### src/hw/rtl/assert_macros.svh
// Assertion macros shared by the front end, job queue and output sequencer of the character window extractor.
`ifndef ASSERT_MACROS_SVH
`define ASSERT_MACROS_SVH

// A condition that must be true at every clock edge outside reset.
`define ASSERT_HOLDS(label, clk, rst_n, cond, msg) \
    label: assert property (@(posedge clk) disable iff (!rst_n) (cond)) \
        else $error(msg);

// A condition that must be true whenever a trigger is seen in the same cycle.
`define ASSERT_IMPLIES(label, clk, rst_n, trig, cond, msg) \
    label: assert property (@(posedge clk) disable iff (!rst_n) (trig) |-> (cond)) \
        else $error(msg);

`endif

### src/hw/rtl/ucwe_pkg.sv
// Package with the types, constants and helper functions of the character window extractor.
`default_nettype none

package ucwe_pkg;

    localparam int INDEX_WIDTH_DEFAULT = 16;
    localparam int CFG_WIDTH           = 16;
    localparam int TOTAL_WIDTH         = 16;
    localparam int QUEUE_DEPTH         = 4;
    localparam int MAX_CHAR_BYTES      = 4;

    localparam logic [TOTAL_WIDTH-1:0] TOTAL_MAX = 16'hFFFF;

    // Register indexes of the configuration port.
    localparam logic [1:0] CFG_START_CHAR = 2'd0;
    localparam logic [1:0] CFG_CHAR_COUNT = 2'd1;

    // Reset values of the configuration registers.
    localparam logic [CFG_WIDTH-1:0] START_CHAR_RESET = 16'd0;
    localparam logic [CFG_WIDTH-1:0] CHAR_COUNT_RESET = 16'hFFFF;

    // Lead byte masks and patterns.
    localparam logic [7:0] ASCII_MASK  = 8'h80;
    localparam logic [7:0] LEAD2_MASK  = 8'hE0;
    localparam logic [7:0] LEAD2_PAT   = 8'hC0;
    localparam logic [7:0] LEAD3_MASK  = 8'hF0;
    localparam logic [7:0] LEAD3_PAT   = 8'hE0;
    localparam logic [7:0] LEAD4_MASK  = 8'hF8;
    localparam logic [7:0] LEAD4_PAT   = 8'hF0;
    localparam logic [7:0] CONT_MASK   = 8'hC0;
    localparam logic [7:0] CONT_PAT    = 8'h80;

    typedef struct packed {
        logic [7:0] data_byte;
        logic       end_of_string;
    } in_item_t;

    typedef struct packed {
        logic [7:0]             out_byte;
        logic                   byte_present;
        logic                   last;
        logic [TOTAL_WIDTH-1:0] char_total;
        logic                   well_formed;
    } out_item_t;

    // One unit of work handed from the front end to the output sequencer.
    typedef struct packed {
        logic [MAX_CHAR_BYTES-1:0][7:0] bytes;
        logic [2:0]                     nbytes;
        logic                           eos;
        logic [TOTAL_WIDTH-1:0]         total;
        logic                           wf;
    } job_t;

    typedef struct packed {
        logic full;
        logic empty;
    } q_status_t;

    function automatic logic [2:0] lead_length(input logic [7:0] b);
        logic [2:0] len;
        if ((b & ASCII_MASK) == 8'h00) begin
            len = 3'd1;
        end else if ((b & LEAD2_MASK) == LEAD2_PAT) begin
            len = 3'd2;
        end else if ((b & LEAD3_MASK) == LEAD3_PAT) begin
            len = 3'd3;
        end else if ((b & LEAD4_MASK) == LEAD4_PAT) begin
            len = 3'd4;
        end else begin
            len = 3'd1;
        end
        return len;
    endfunction

endpackage

`default_nettype wire

### src/hw/rtl/ucwe_front.sv
// Front end: accepts bytes, assembles characters, applies the window and emits jobs.
`default_nettype none
`include "assert_macros.svh"

module ucwe_front #(
    parameter int INDEX_WIDTH = ucwe_pkg::INDEX_WIDTH_DEFAULT
) (
    input  logic                                clk,
    input  logic                                rst_n,
    input  logic                                in_valid,
    output logic                                in_ready,
    input  ucwe_pkg::in_item_t                  in_item,
    input  logic [ucwe_pkg::CFG_WIDTH-1:0]      start_char,
    input  logic [ucwe_pkg::CFG_WIDTH-1:0]      char_count,
    input  ucwe_pkg::q_status_t                 q_status,
    output logic                                push,
    output ucwe_pkg::job_t                      push_job
);
    import ucwe_pkg::*;

    localparam int CW = (INDEX_WIDTH > TOTAL_WIDTH) ? INDEX_WIDTH : TOTAL_WIDTH;
    localparam int WW = CW + 1;

    logic [MAX_CHAR_BYTES-1:0][7:0] buf_reg, buf_next;
    logic [2:0]                     fill_reg, fill_next;
    logic [2:0]                     len_reg, len_next;
    logic [INDEX_WIDTH-1:0]         idx_reg, idx_next;
    logic                           wf_reg, wf_next;

    logic                           accept;
    logic [7:0]                     b;
    logic                           eos;
    logic [2:0]                     cur_len;
    logic                           cont_bad;
    logic                           wf_cur;
    logic [2:0]                     fill_inc;
    logic [2:0]                     fill_after;
    logic                           complete;
    logic                           sel;
    logic [MAX_CHAR_BYTES-1:0][7:0] bytes_cur;
    logic [INDEX_WIDTH-1:0]         idx_inc;
    logic [INDEX_WIDTH-1:0]         idx_cur;
    logic [CW-1:0]                  idx_ext;
    logic [CW-1:0]                  idx_cur_ext;
    logic [TOTAL_WIDTH-1:0]         total;

    assign in_ready = ~q_status.full;
    assign accept   = in_valid & ~q_status.full;
    assign b        = in_item.data_byte;
    assign eos      = in_item.end_of_string;

    always_comb
    begin
        cur_len  = (fill_reg == 3'd0) ? lead_length(b) : len_reg;
        cont_bad = (fill_reg != 3'd0) && ((b & CONT_MASK) != CONT_PAT);
        wf_cur   = wf_reg & ~cont_bad;
        fill_inc = fill_reg + 3'd1;
        complete = (fill_inc >= cur_len);

        bytes_cur                = buf_reg;
        bytes_cur[fill_reg[1:0]] = b;

        // Window test on the index of the character now completing.
        idx_ext = CW'(idx_reg);
        sel     = (idx_ext >= CW'(start_char)) &&
                  ((WW'(idx_ext) - WW'(start_char)) < WW'(char_count));

        idx_inc     = (idx_reg != {INDEX_WIDTH{1'b1}}) ? idx_reg + INDEX_WIDTH'(1) : idx_reg;
        idx_cur     = complete ? idx_inc : idx_reg;
        idx_cur_ext = CW'(idx_cur);
        total       = (idx_cur_ext > CW'(TOTAL_MAX)) ? TOTAL_MAX
                                                     : idx_cur_ext[TOTAL_WIDTH-1:0];
        fill_after  = complete ? 3'd0 : fill_inc;

        push            = accept && (eos || (complete && sel));
        push_job.bytes  = bytes_cur;
        push_job.nbytes = (complete && sel) ? fill_inc : 3'd0;
        push_job.eos    = eos;
        push_job.total  = total;
        push_job.wf     = wf_cur & ~(eos & (fill_after != 3'd0));

        buf_next  = buf_reg;
        fill_next = fill_reg;
        len_next  = len_reg;
        idx_next  = idx_reg;
        wf_next   = wf_reg;
        if (accept)
        begin
            buf_next = bytes_cur;
            if (eos)
            begin
                fill_next = 3'd0;
                len_next  = 3'd0;
                idx_next  = '0;
                wf_next   = 1'b1;
            end
            else
            begin
                fill_next = fill_after;
                len_next  = cur_len;
                idx_next  = idx_cur;
                wf_next   = wf_cur;
            end
        end
    end

    always_ff @(posedge clk or negedge rst_n)
    begin
        if (!rst_n)
        begin
            fill_reg <= 3'd0;
            len_reg  <= 3'd0;
            idx_reg  <= '0;
            wf_reg   <= 1'b1;
        end
        else
        begin
            fill_reg <= fill_next;
            len_reg  <= len_next;
            idx_reg  <= idx_next;
            wf_reg   <= wf_next;
        end
    end

    always_ff @(posedge clk)
    begin
        buf_reg <= buf_next;
    end

    `ASSERT_HOLDS(a_fill_below_four, clk, rst_n, fill_reg < 3'd4, "character fill out of range")
    `ASSERT_IMPLIES(a_job_not_empty, clk, rst_n, push && !push_job.eos, push_job.nbytes != 3'd0, "job without bytes or end mark")

endmodule

`default_nettype wire

### src/hw/rtl/ucwe_queue.sv
// Job queue between the front end and the output sequencer.
`default_nettype none
`include "assert_macros.svh"

module ucwe_queue #(
    parameter int DEPTH = ucwe_pkg::QUEUE_DEPTH
) (
    input  logic                clk,
    input  logic                rst_n,
    input  logic                push,
    input  ucwe_pkg::job_t      push_job,
    input  logic                pop,
    output ucwe_pkg::job_t      head,
    output ucwe_pkg::q_status_t status
);
    import ucwe_pkg::*;

    // DEPTH is a power of two so that the pointers wrap on their own.
    localparam int AW = (DEPTH > 1) ? $clog2(DEPTH) : 1;
    localparam int CNTW = $clog2(DEPTH + 1);

    job_t            mem_reg [DEPTH];
    logic [AW-1:0]   wr_ptr_reg, wr_ptr_next;
    logic [AW-1:0]   rd_ptr_reg, rd_ptr_next;
    logic [CNTW-1:0] count_reg, count_next;

    assign head         = mem_reg[rd_ptr_reg];
    assign status.full  = (count_reg == CNTW'(DEPTH));
    assign status.empty = (count_reg == '0);

    always_comb
    begin
        wr_ptr_next = push ? wr_ptr_reg + AW'(1) : wr_ptr_reg;
        rd_ptr_next = pop ? rd_ptr_reg + AW'(1) : rd_ptr_reg;
        count_next  = count_reg;
        if (push && !pop)
        begin
            count_next = count_reg + CNTW'(1);
        end
        else if (pop && !push)
        begin
            count_next = count_reg - CNTW'(1);
        end
    end

    always_ff @(posedge clk or negedge rst_n)
    begin
        if (!rst_n)
        begin
            wr_ptr_reg <= '0;
            rd_ptr_reg <= '0;
            count_reg  <= '0;
        end
        else
        begin
            wr_ptr_reg <= wr_ptr_next;
            rd_ptr_reg <= rd_ptr_next;
            count_reg  <= count_next;
        end
    end

    always_ff @(posedge clk)
    begin
        if (push)
        begin
            mem_reg[wr_ptr_reg] <= push_job;
        end
    end

    `ASSERT_IMPLIES(a_no_pop_empty, clk, rst_n, pop, count_reg != '0, "pop from empty job queue")
    `ASSERT_IMPLIES(a_no_push_full, clk, rst_n, push, count_reg != CNTW'(DEPTH), "push into full job queue")

endmodule

`default_nettype wire

### src/hw/rtl/ucwe_back.sv
// Output sequencer: job bytes, an end marker if eos; one per cycle while out_ready.
`default_nettype none
`include "assert_macros.svh"

module ucwe_back (
    input  logic                clk,
    input  logic                rst_n,
    input  ucwe_pkg::q_status_t q_status,
    input  ucwe_pkg::job_t      head,
    output logic                pop,
    output logic                out_valid,
    input  logic                out_ready,
    output ucwe_pkg::out_item_t out_item
);
    import ucwe_pkg::*;

    logic [2:0] pos_reg, pos_next;
    logic       out_valid_reg, out_valid_next;
    out_item_t  out_item_reg, out_item_next;

    logic       load;
    logic       is_byte;
    logic       job_done;

    assign out_valid = out_valid_reg;
    assign out_item  = out_item_reg;

    always_comb
    begin
        is_byte  = (pos_reg < head.nbytes);
        job_done = head.eos ? (pos_reg == head.nbytes) : ((pos_reg + 3'd1) == head.nbytes);
        load     = ~q_status.empty & (~out_valid_reg | out_ready);
        pop      = load & job_done;

        pos_next = pos_reg;
        if (load)
        begin
            pos_next = job_done ? 3'd0 : pos_reg + 3'd1;
        end

        out_item_next.out_byte     = is_byte ? head.bytes[pos_reg[1:0]] : 8'd0;
        out_item_next.byte_present = is_byte;
        out_item_next.last         = ~is_byte;
        out_item_next.char_total   = head.total;
        out_item_next.well_formed  = head.wf;

        if (load)
        begin
            out_valid_next = 1'b1;
        end
        else if (out_ready)
        begin
            out_valid_next = 1'b0;
        end
        else
        begin
            out_valid_next = out_valid_reg;
        end
    end

    always_ff @(posedge clk or negedge rst_n)
    begin
        if (!rst_n)
        begin
            pos_reg       <= 3'd0;
            out_valid_reg <= 1'b0;
        end
        else
        begin
            pos_reg       <= pos_next;
            out_valid_reg <= out_valid_next;
        end
    end

    always_ff @(posedge clk)
    begin
        if (load)
        begin
            out_item_reg <= out_item_next;
        end
    end

    `ASSERT_IMPLIES(a_marker_needs_eos, clk, rst_n, load && !is_byte, head.eos, "end marker from a job without end mark")

endmodule

`default_nettype wire

### src/hw/rtl/utf8_char_window_extract.sv
// Top level of the UTF-8 character window extractor: configuration registers and the pipeline.
//
// The block takes a UTF-8 string one byte per request on the input channel
// (in_valid/in_ready, payload in_item); end_of_string marks the last byte.
// Each complete character whose index lies in [start_char, start_char +
// char_count) comes out byte by byte on the output channel (out_valid/
// out_ready, payload out_item). On the end mark one end marker follows with
// the complete-character total and the well-formed flag; the next string then
// starts counting from zero. A character cut off by the end mark is dropped.
// The two registers are written through cfg_valid/cfg_ready with cfg_index
// and cfg_data; cfg_ready is always high, and writes belong in idle periods.
// A request passes the job queue and the output register before its first
// result; out_valid rises once that register is loaded. The input takes one
// byte per cycle while the queue has room; the output sequencer gives one
// result per cycle while the receiver takes them, so a selected four-byte
// character plus an end marker gives five results, which the four-entry queue absorbs.
// When the receiver stalls, the output register holds and the job queue fills;
// in_ready drops only once the queue is full. Reset empties the queue and the
// output register and restores the register defaults (start 0, count 65535).
`default_nettype none

module utf8_char_window_extract #(
    parameter int INDEX_WIDTH = ucwe_pkg::INDEX_WIDTH_DEFAULT
) (
    input  logic                           clk,
    input  logic                           rst_n,
    input  logic                           in_valid,
    output logic                           in_ready,
    input  ucwe_pkg::in_item_t             in_item,
    output logic                           out_valid,
    input  logic                           out_ready,
    output ucwe_pkg::out_item_t            out_item,
    input  logic                           cfg_valid,
    output logic                           cfg_ready,
    input  logic [1:0]                     cfg_index,
    input  logic [ucwe_pkg::CFG_WIDTH-1:0] cfg_data
);
    import ucwe_pkg::*;

    logic [CFG_WIDTH-1:0] start_char_reg, start_char_next;
    logic [CFG_WIDTH-1:0] char_count_reg, char_count_next;

    q_status_t q_status;
    logic      push;
    job_t      push_job;
    logic      pop;
    job_t      head;

    // The register file never stalls a write.
    assign cfg_ready = 1'b1;

    // Writes to an index past the register list are ignored.
    always_comb
    begin
        start_char_next = start_char_reg;
        char_count_next = char_count_reg;
        if (cfg_valid)
        begin
            unique case (cfg_index)
                CFG_START_CHAR: start_char_next = cfg_data;
                CFG_CHAR_COUNT: char_count_next = cfg_data;
                default:        ;
            endcase
        end
    end

    always_ff @(posedge clk or negedge rst_n)
    begin
        if (!rst_n)
        begin
            start_char_reg <= START_CHAR_RESET;
            char_count_reg <= CHAR_COUNT_RESET;
        end
        else
        begin
            start_char_reg <= start_char_next;
            char_count_reg <= char_count_next;
        end
    end

    // Front end: character assembly, index counting and the window test.
    ucwe_front #(
        .INDEX_WIDTH(INDEX_WIDTH)
    ) u_front (
        .clk        (clk),
        .rst_n      (rst_n),
        .in_valid   (in_valid),
        .in_ready   (in_ready),
        .in_item    (in_item),
        .start_char (start_char_reg),
        .char_count (char_count_reg),
        .q_status   (q_status),
        .push       (push),
        .push_job   (push_job)
    );

    // Jobs wait here so that a stalled receiver does not stop the input at once.
    ucwe_queue #(
        .DEPTH(QUEUE_DEPTH)
    ) u_queue (
        .clk      (clk),
        .rst_n    (rst_n),
        .push     (push),
        .push_job (push_job),
        .pop      (pop),
        .head     (head),
        .status   (q_status)
    );

    // Back end: one result per cycle into the output register while the receiver takes them.
    ucwe_back u_back (
        .clk       (clk),
        .rst_n     (rst_n),
        .q_status  (q_status),
        .head      (head),
        .pop       (pop),
        .out_valid (out_valid),
        .out_ready (out_ready),
        .out_item  (out_item)
    );

endmodule

`default_nettype wire

### config.mk
export PLATFORM = sky130hd
export DESIGN_NAME = utf8_char_window_extract
export DESIGN_NICKNAME = d
export VERILOG_FILES = /design/src/hw/rtl/ucwe_pkg.sv /design/src/hw/rtl/ucwe_front.sv /design/src/hw/rtl/ucwe_queue.sv /design/src/hw/rtl/ucwe_back.sv /design/src/hw/rtl/utf8_char_window_extract.sv
export VERILOG_INCLUDE_DIRS = /design/src /design/src/hw/rtl
export SDC_FILE = /design/constraint.sdc
export NUM_CORES = 1
export LEC_CHECK = 0
export ABC_AREA = 1
export BUFFER_PORTS_ARGS = -buffer_cell sky130_fd_sc_hd__buf_2
export CAP_MARGIN = 20
export CORE_ASPECT_RATIO = 0.7
export CORE_MARGIN = 3
export CORE_UTILIZATION = 40
export CTS_CLUSTER_DIAMETER = 40
export CTS_CLUSTER_SIZE = 28
export DETAILED_ROUTE_END_ITERATION = 8
export PLACE_DENSITY_LB_ADDON = 0.2
export RECOVER_POWER = 100
export SYNTH_ARGS = -nofsm -noshare
export SYNTH_HDL_FRONTEND = slang
export SYNTH_SLANG_ARGS = --single-unit
### constraint.sdc
create_clock -name clk -period 5.8 [get_ports clk]
set_input_delay 0.58 -clock clk [delete_from_list [all_inputs] [get_ports clk]]
set_output_delay 0.58 -clock clk [all_outputs]
set_load 0.005 [all_outputs]
Word-level counts from Yosys, hierarchy flattened
Memories as Yosys holds them, arrays and structs flattened.
Cells that the tools add are included.
{"block": "totals", "register_bits": 125, "latchBits": 0, "mem_bits_rw": 212, "mem_bits_ro": 0, "out_inout_bits": 30, "mem_count": 1}
{"name": "u_queue.mem_reg", "words": 4, "width": 53, "rd": 1, "rd_clocked_by_memory_dff": 0, "wr": 1, "line_no": "ucwe_queue.sv:22", "source": "job_t mem_reg [DEPTH];"}
{"block": "op_classes", "addsub": 8, "mul": 0, "div_mod_pow": 0, "magnitude_cmp": 8, "eq_ne": 9, "shifts": 0, "n_mux": 27, "bitwise_logic": 13, "n_reduce_logical": 20}
{"operator": "2-to-1 mux 16 bit", "n": 4}
{"operator": "2-to-1 mux 3 bit", "n": 12}
{"operator": "bitwise mux 32 bit", "n": 1}
{"operator": "< comparator 17 x 16 -> 1 bit", "n": 1}
{"operator": "subtractor 16 x 16 -> 17 bit", "n": 1}
{"operator": "adder 16 x 1 -> 16 bit (second input constant)", "n": 1}
{"operator": "binary-select mux 8 bit (select 2 bit)", "n": 1}
{"operator": "demux 8 bit (select 2 bit)", "n": 1}
{"operator": ">= comparator 16 bit", "n": 1}
{"operator": "> comparator 16 bit (second input constant)", "n": 1}
{"operator": "2-to-1 mux 8 bit", "n": 2}
{"operator": "!= test 16 bit (second input constant)", "n": 1}
{"operator": "adder 3 x 1 -> 3 bit (second input constant)", "n": 3}
{"operator": "logical NOT 8 bit", "n": 1}
{"operator": "logical AND 1 bit", "n": 7}
{"operator": "AND 1 bit", "n": 6}
{"operator": "== test 3 bit", "n": 2}
{"operator": "== test 3 bit (second input constant)", "n": 2}
{"operator": "logical NOT 3 bit", "n": 2}
{"operator": "< comparator 2 x 3 -> 1 bit (second input constant)", "n": 2}
{"operator": "2-to-1 mux 1 bit", "n": 6}
{"operator": "NOT 1 bit", "n": 6}
{"operator": "nonzero test 3 bit", "n": 2}
{"operator": "== test 5 bit (second input constant)", "n": 1}
{"operator": "other kinds (14)", "n": 18}

Logic depth before layout (Yosys ltp)
{"block": "logic_depth", "ltp_word": 14, "ltp_mapped": 29, "mapped_depth_nobuf": 29}

By module
From an unflattened synthesis, not the netlist that was laid out.
{"block": "hier_totals", "hier_cells": 1456, "hier_area_um2": 16226.8}
{"module": "ucwe_queue", "instances": 1, "cells_per_inst": 666, "area_each_um2": 9171.3, "seq_area_each_um2": 6541.3}
{"module": "ucwe_front", "instances": 1, "cells_per_inst": 507, "area_each_um2": 4236.6, "seq_area_each_um2": 1537.7}
{"module": "ucwe_back", "instances": 1, "cells_per_inst": 139, "area_each_um2": 1438.9, "seq_area_each_um2": 910.9}
{"module": "utf8_char_window_extract", "instances": 1, "cells_per_inst": 144, "area_each_um2": 1380.1, "seq_area_each_um2": 820.8}

Worst setup path after synthesis
Ideal clock, no wire load.
{"block": "synth_path", "kind": "register -> register", "startpoint": "register u_front.idx_reg[0], in the netlist u_front.idx_ext[0]", "endpoint": "memory u_queue.mem_reg[0][0] (netlist name), enable pin", "setup_ns": 0.464, "arrival_ns": 5.095, "required_ns": 5.336, "slack_ns": 0.241, "stages_incl_launch_ff": 24, "period_less_slack_ns": 5.559, "path_cell_list": "dfrtp_1 -> inv_2 -> ha_1 -> fa_1 -> nand3b_1 -> nand2_1 -> inv_2 -> o21ai_2 -> inv_1 -> nor2_1 -> nor2_1 -> xnor2_1 -> ha_1 -> nand2_1 -> nor2_1 -> a211oi_1 -> nand2_1 -> nand2_1 -> nand2_1 -> nand2_1 -> nand3_1 -> nand2_2 -> nand2_4 -> nor2_1"}
{"block": "synth_between", "elab_chain_cells": 8, "word_cells_on_any_way": 9, "classes_between": "1 x add/sub; 2 x order compare; 2 x mux; 4 x reduce/logical"}
{"item": "start, declared", "line_no": "ucwe_front.sv:27", "source": "logic [INDEX_WIDTH-1:0] idx_reg, idx_next;"}
{"item": "start signal, assigned", "line_no": "ucwe_front.sv:120", "source": "idx_reg <= idx_next;"}
{"item": "subtractor 16 x 16 -> 17 bit", "line_no": "ucwe_front.sv:66", "source": "((WW'(idx_ext) - WW'(start_char)) < WW'(char_count));"}
{"item": "< comparator 17 x 16 -> 1 bit", "line_no": "ucwe_front.sv:66"}
{"item": "logical AND 1 bit (*)", "line_no": "ucwe_front.sv:65", "source": "sel = (idx_ext >= CW'(start_char)) &&"}
{"item": "logical AND 1 bit (*)", "line_no": "ucwe_front.sv:75", "source": "push = accept && (eos || (complete && sel));"}
{"item": "logical OR 1 bit (*)", "line_no": "ucwe_front.sv:75"}
{"item": "logical AND 1 bit (*)", "line_no": "ucwe_front.sv:75"}
{"item": "2-to-1 mux 1 bit (*)", "line_no": "ucwe_queue.sv:64", "source": "if (push)"}
{"item": "2-to-1 mux 1 bit (implied by the code) (*)", "line_no": "ucwe_queue.sv:66", "source": "mem_reg[wr_ptr_reg] <= push_job;"}
{"item": "end, declared", "line_no": "ucwe_queue.sv:22"}
Mark *: on every way between the ends. The rest lies on a longest branch, timed or not.

Worst setup path after layout
{"block": "layout_path", "startpoint": "register u_front.fill_reg[0]", "endpoint": "register u_queue.count_reg[2]"}
{"block": "layout_between", "elab_chain_cells": 9, "word_cells_on_any_way": 12, "classes_between": "1 x add/sub; 1 x order compare; 2 x mux; 8 x reduce/logical"}
{"item": "start, declared", "line_no": "ucwe_front.sv:25", "source": "logic [2:0] fill_reg, fill_next;"}
{"item": "start signal, assigned", "line_no": "ucwe_front.sv:118", "source": "fill_reg <= fill_next;"}
{"item": "branches (longest 2 deep; another with adder 3 x 1 -> 3 bit)"}
{"item": ">= comparator 3 bit (*)", "line_no": "ucwe_front.sv:58", "source": "complete = (fill_inc >= cur_len);"}
{"item": "logical AND 1 bit (*)", "line_no": "ucwe_front.sv:75"}
{"item": "logical OR 1 bit (*)", "line_no": "ucwe_front.sv:75"}
{"item": "logical AND 1 bit (*)", "line_no": "ucwe_front.sv:75"}
{"item": "via push", "line_no": "utf8_char_window_extract.sv:44", "source": "logic push;"}
{"item": "logical NOT 1 bit", "line_no": "ucwe_queue.sv:40", "source": "else if (pop && !push)"}
{"item": "logical AND 1 bit", "line_no": "ucwe_queue.sv:40"}
{"item": "nonzero test 2 bit (no source line)"}
{"item": "end signal, assigned", "line_no": "ucwe_queue.sv:58", "source": "count_reg <= count_next;"}
{"item": "end, declared", "line_no": "ucwe_queue.sv:25", "source": "logic [CNTW-1:0] count_reg, count_next;"}
Mark *: on every way through the listed nets, which the timed path passes.
A chain may end at the register's enable or synchronous reset.

==> flow_summary.ini <==
[pwr]
powerDensity_nw_per_um2 = 523.3
internal_power_mw = 5.715
power_switching_mw = 3.163
seq_power_share_pct = 40.1
p_clk_share_pct = 28.0
ir_drop_uv = 313.9
netSwitchingFraction_pct = 35.63
total_power_mw = 8.878
p_comb_share_pct = 31.9
p_leak_nw = 6.552

[die]
fp-row-count = 58
dieHeight_um = 167.2
coreArea_um2 = 36280
design.die.area_um2 = 39510
die_w_um = 236.3
num_io_pins = 62
initial_utilization_pct = 40.92

[logic_synthesis]
synthFlopType = edfxtp_1
synth_edf_count = 271
synth_compound_area_share_pct = 10.83
async_flop_share_pct = 19.58
synth.avg_cell_area_um2 = 11.61
synthSimpleGateAreaFrac_pct = 10.17
yosys.area.top_type = edfxtp_1
synthAdderAreaFrac_pct = 4.314
ys_ff_latch = 337
synth_top_family_by_area = compound AO/OA/AOI/OAI gates
synth_nets = 1361
yosys-top-cells-count = edfxtp_1 (271), nand2_1 (157), o21ai_0 (147)
syn_inst = 1279
ys_seq_area_share_pct = 66.07
synth.area.mux_share_pct = 1.820
synthXorXnorAreaFrac_pct = 2.005
netlist.area_leader.share_pct = 54.80
ys_types = 47
synthMostInstantiatedCell = edfxtp_1
yosysWarnings = 0
synthTopCellsByArea = edfxtp_1 (55%), dfrtp_1 (8.3%), o21ai_0 (5.0%), ha_1 (4.0%), nand2_1 (4.0%)
synthesis.area_um2 = 14850

[clocking]
clk_pin_slew_ns = 0.06
cts.path.max_buffers = 3
cts.sinks = 337
cts_made_buffers = 39
post-cts-setup-buffers = 0
cts_tree = yes
cts-root-buf = clkbuf_16
htreeDepth = 2
cts_resized = 0
hold_buffers = 0
clkLatencyLatePin_ns = 0.54

[timing]
hold_viol = 0
fin_crit_ns = 4.840
fin_ws_ns = 0.9596
drv_slew = 132
maxSlewHeadroom_pct = -158.1
whs_ns = 0.2547
skew_ns = 0.02787
rsz0062_at_grt = false
timing.fmax_ghz = 0.2066
setup_violations = 0
fin_crit_sh_pct = 83.45
fin_tns_setup_ns = 0
tightest_slew_ns = 3.872

[final_layout]
final_cells = 1853
area_growth_pct = 14.26
fin_util_pct = 46.76
post-route-cell-area_um2 = 16970
regArea_um2 = 9816
fin_nets = 1426
layout-drive-gt1-share_pct = 11.07
largest_register_ffs = 212
multi_input_area_um2 = 4338
insertedDiodeCount = 0
fill_cells = 3359

[worst_setup_path]
crit_path_max_fanout = 15
start_kind = flip-flop
critPathKind = reg2reg
endpoint_kind = flip-flop
critPathRequiredTime_ns = 6.20
critical_path_arrival_ns = 5.24

[placed_design]
placed_cells = 1782
port_buffers = 60
place.gp.congestion = 0.8451
dp_hpwl_um = 21910
dp_worst_setup_slack_ns = 1.213
placed_area_um2 = 15730

[route]
detail-route-antenna-nets = 0
firstDrtPassIters = 5
route.detailed.drc = 0
wl_per_cell_um = 18.71
routed-via-count = 9590
drt_wl_total_um = 34680
dr.first_iter.drc_count = 830
vias_per_cell = 5.175

[global_route]
grt_pass1_vias = 9322
grt_use_total_pct = 17.54
grt_pass1_wl_um = 54710
grt_max_degree = 67
antenna_found_initial = 0
grt-ovfl-total = 0

[hold_path]
worst_hold_path_type = in2reg

[run]
drv_cap = 3

[status]
status = complete, but fails checks
violations = max-capacitance violations, max-slew violations
-- per-layer routing --
| metal | vias up | GRT usage [%] | wire length, um |
|---|---|---|---|
| li1 | 4645 | - | - |
| met1 | 4671 | 28.18 | 17980 |
| met2 | 223 | 24.11 | 14040 |
| met3 | 51 | 3.523 | 1993 |
| met4 | 0 | 4.203 | 666 |
| met5 | - | 0 | 0 |
-- cell type report --
type                       count  area share [%]
sequential                   337           57.85
multi-input combinational    762           25.57
clock buffer                  50           6.431
tap                          480           3.540
inverter                     127           2.817
timing repair buffer          77           2.463
clock inverter                20           1.327
-- layout by cell type (no fill, tap or decap), types with 6 or more instances in the layout --
| master | n |
|---|---|
| o21ai_0 | 152 |
| buf_2 | 39 |
| nand3_1 | 29 |
| a21oi_1 | 34 |
| clkbuf_16 | 42 |
| o221ai_1 | 8 |
| mux2_1 | 24 |
| dfrtp_1 | 47 |
| o22ai_1 | 58 |
| nor2_1 | 142 |
| ha_1 | 48 |
| dfstp_2 | 17 |
| clkbuf_1 | 33 |
| buf_4 | 8 |
| xnor2_1 | 9 |
| a31oi_1 | 12 |
| xor2_1 | 25 |
| edfxtp_1 | 271 |
| o21ai_1 | 12 |
| nor3_1 | 6 |
| nand2_1 | 160 |
| inv_1 | 120 |
-- power groups by stage --
stage | Clock [mW] | Combinational, mW | Sequential, mW
final | 2.48 | 2.83 | 3.56
after global routing | 2.64 | 3.23 | 3.62
after CTS | 2.54 | 2.93 | 3.56
after detailed placement | 0 | 2.91 | 3.60
after global placement | 0 | 2.89 | 3.60
after floorplan | 0 | 1.99 | 3.52
-- final timing paths --
| check | startpoint | end | slack [ns] | depth (start not counted) |
|---|---|---|---|---|
| max | u_front.fill_reg[0] | u_queue.count_reg[2] | 0.96 | 23 |
| min | out_ready | u_back.out_valid | 0.25 | 2 |
| max reg2reg | u_front.fill_reg[0] | u_queue.count_reg[2] | 0.96 | 23 |
| min reg2reg | start_char_reg[2] | start_char_reg[2] | 0.48 | 2 |
| max in group asynchronous | rst_n | u_queue.rd_ptr_reg[0] | 1.59 | 2 |
| min in group asynchronous | rst_n | start_char_reg[2] | 1.51 | 2 |
-- worst max-delay path, cell delays in order (launching register included) --
cell      delay, ns
dfrtp_1        0.44
inv_1          0.15
ha_1           0.53
nand2_1        0.24
nor2_1         0.24
nand2_1        0.07
o21ai_0        0.08
a21oi_1        0.09
ha_1           0.20
nand3b_1       0.15
nand3_1        0.37
inv_1          0.18
or2_1          0.24
a21oi_1        0.11
nand3_1        0.15
nand2_1        0.17
nand2_4        0.14
inv_1          0.17
ha_1           0.16
inv_1          0.07
fa_1           0.38
a21oi_1        0.14
o21ai_0        0.11
xor2_1         0.15
-- cell families (layout without fill, tap and decap cells) --
group                    count (synthesis)  in the layout
other                                    1              1
buffers and inverters                  180            274
AND/OR/NAND/NOR                        363            363
AO/OA/AOI/OAI                          290            290
multiplexers                            24             24
XOR/XNOR                                34             34
adder cells (fa/ha/maj)                 50             50
flip-flops                             337            337
Power figures use the tool's default switching activity.
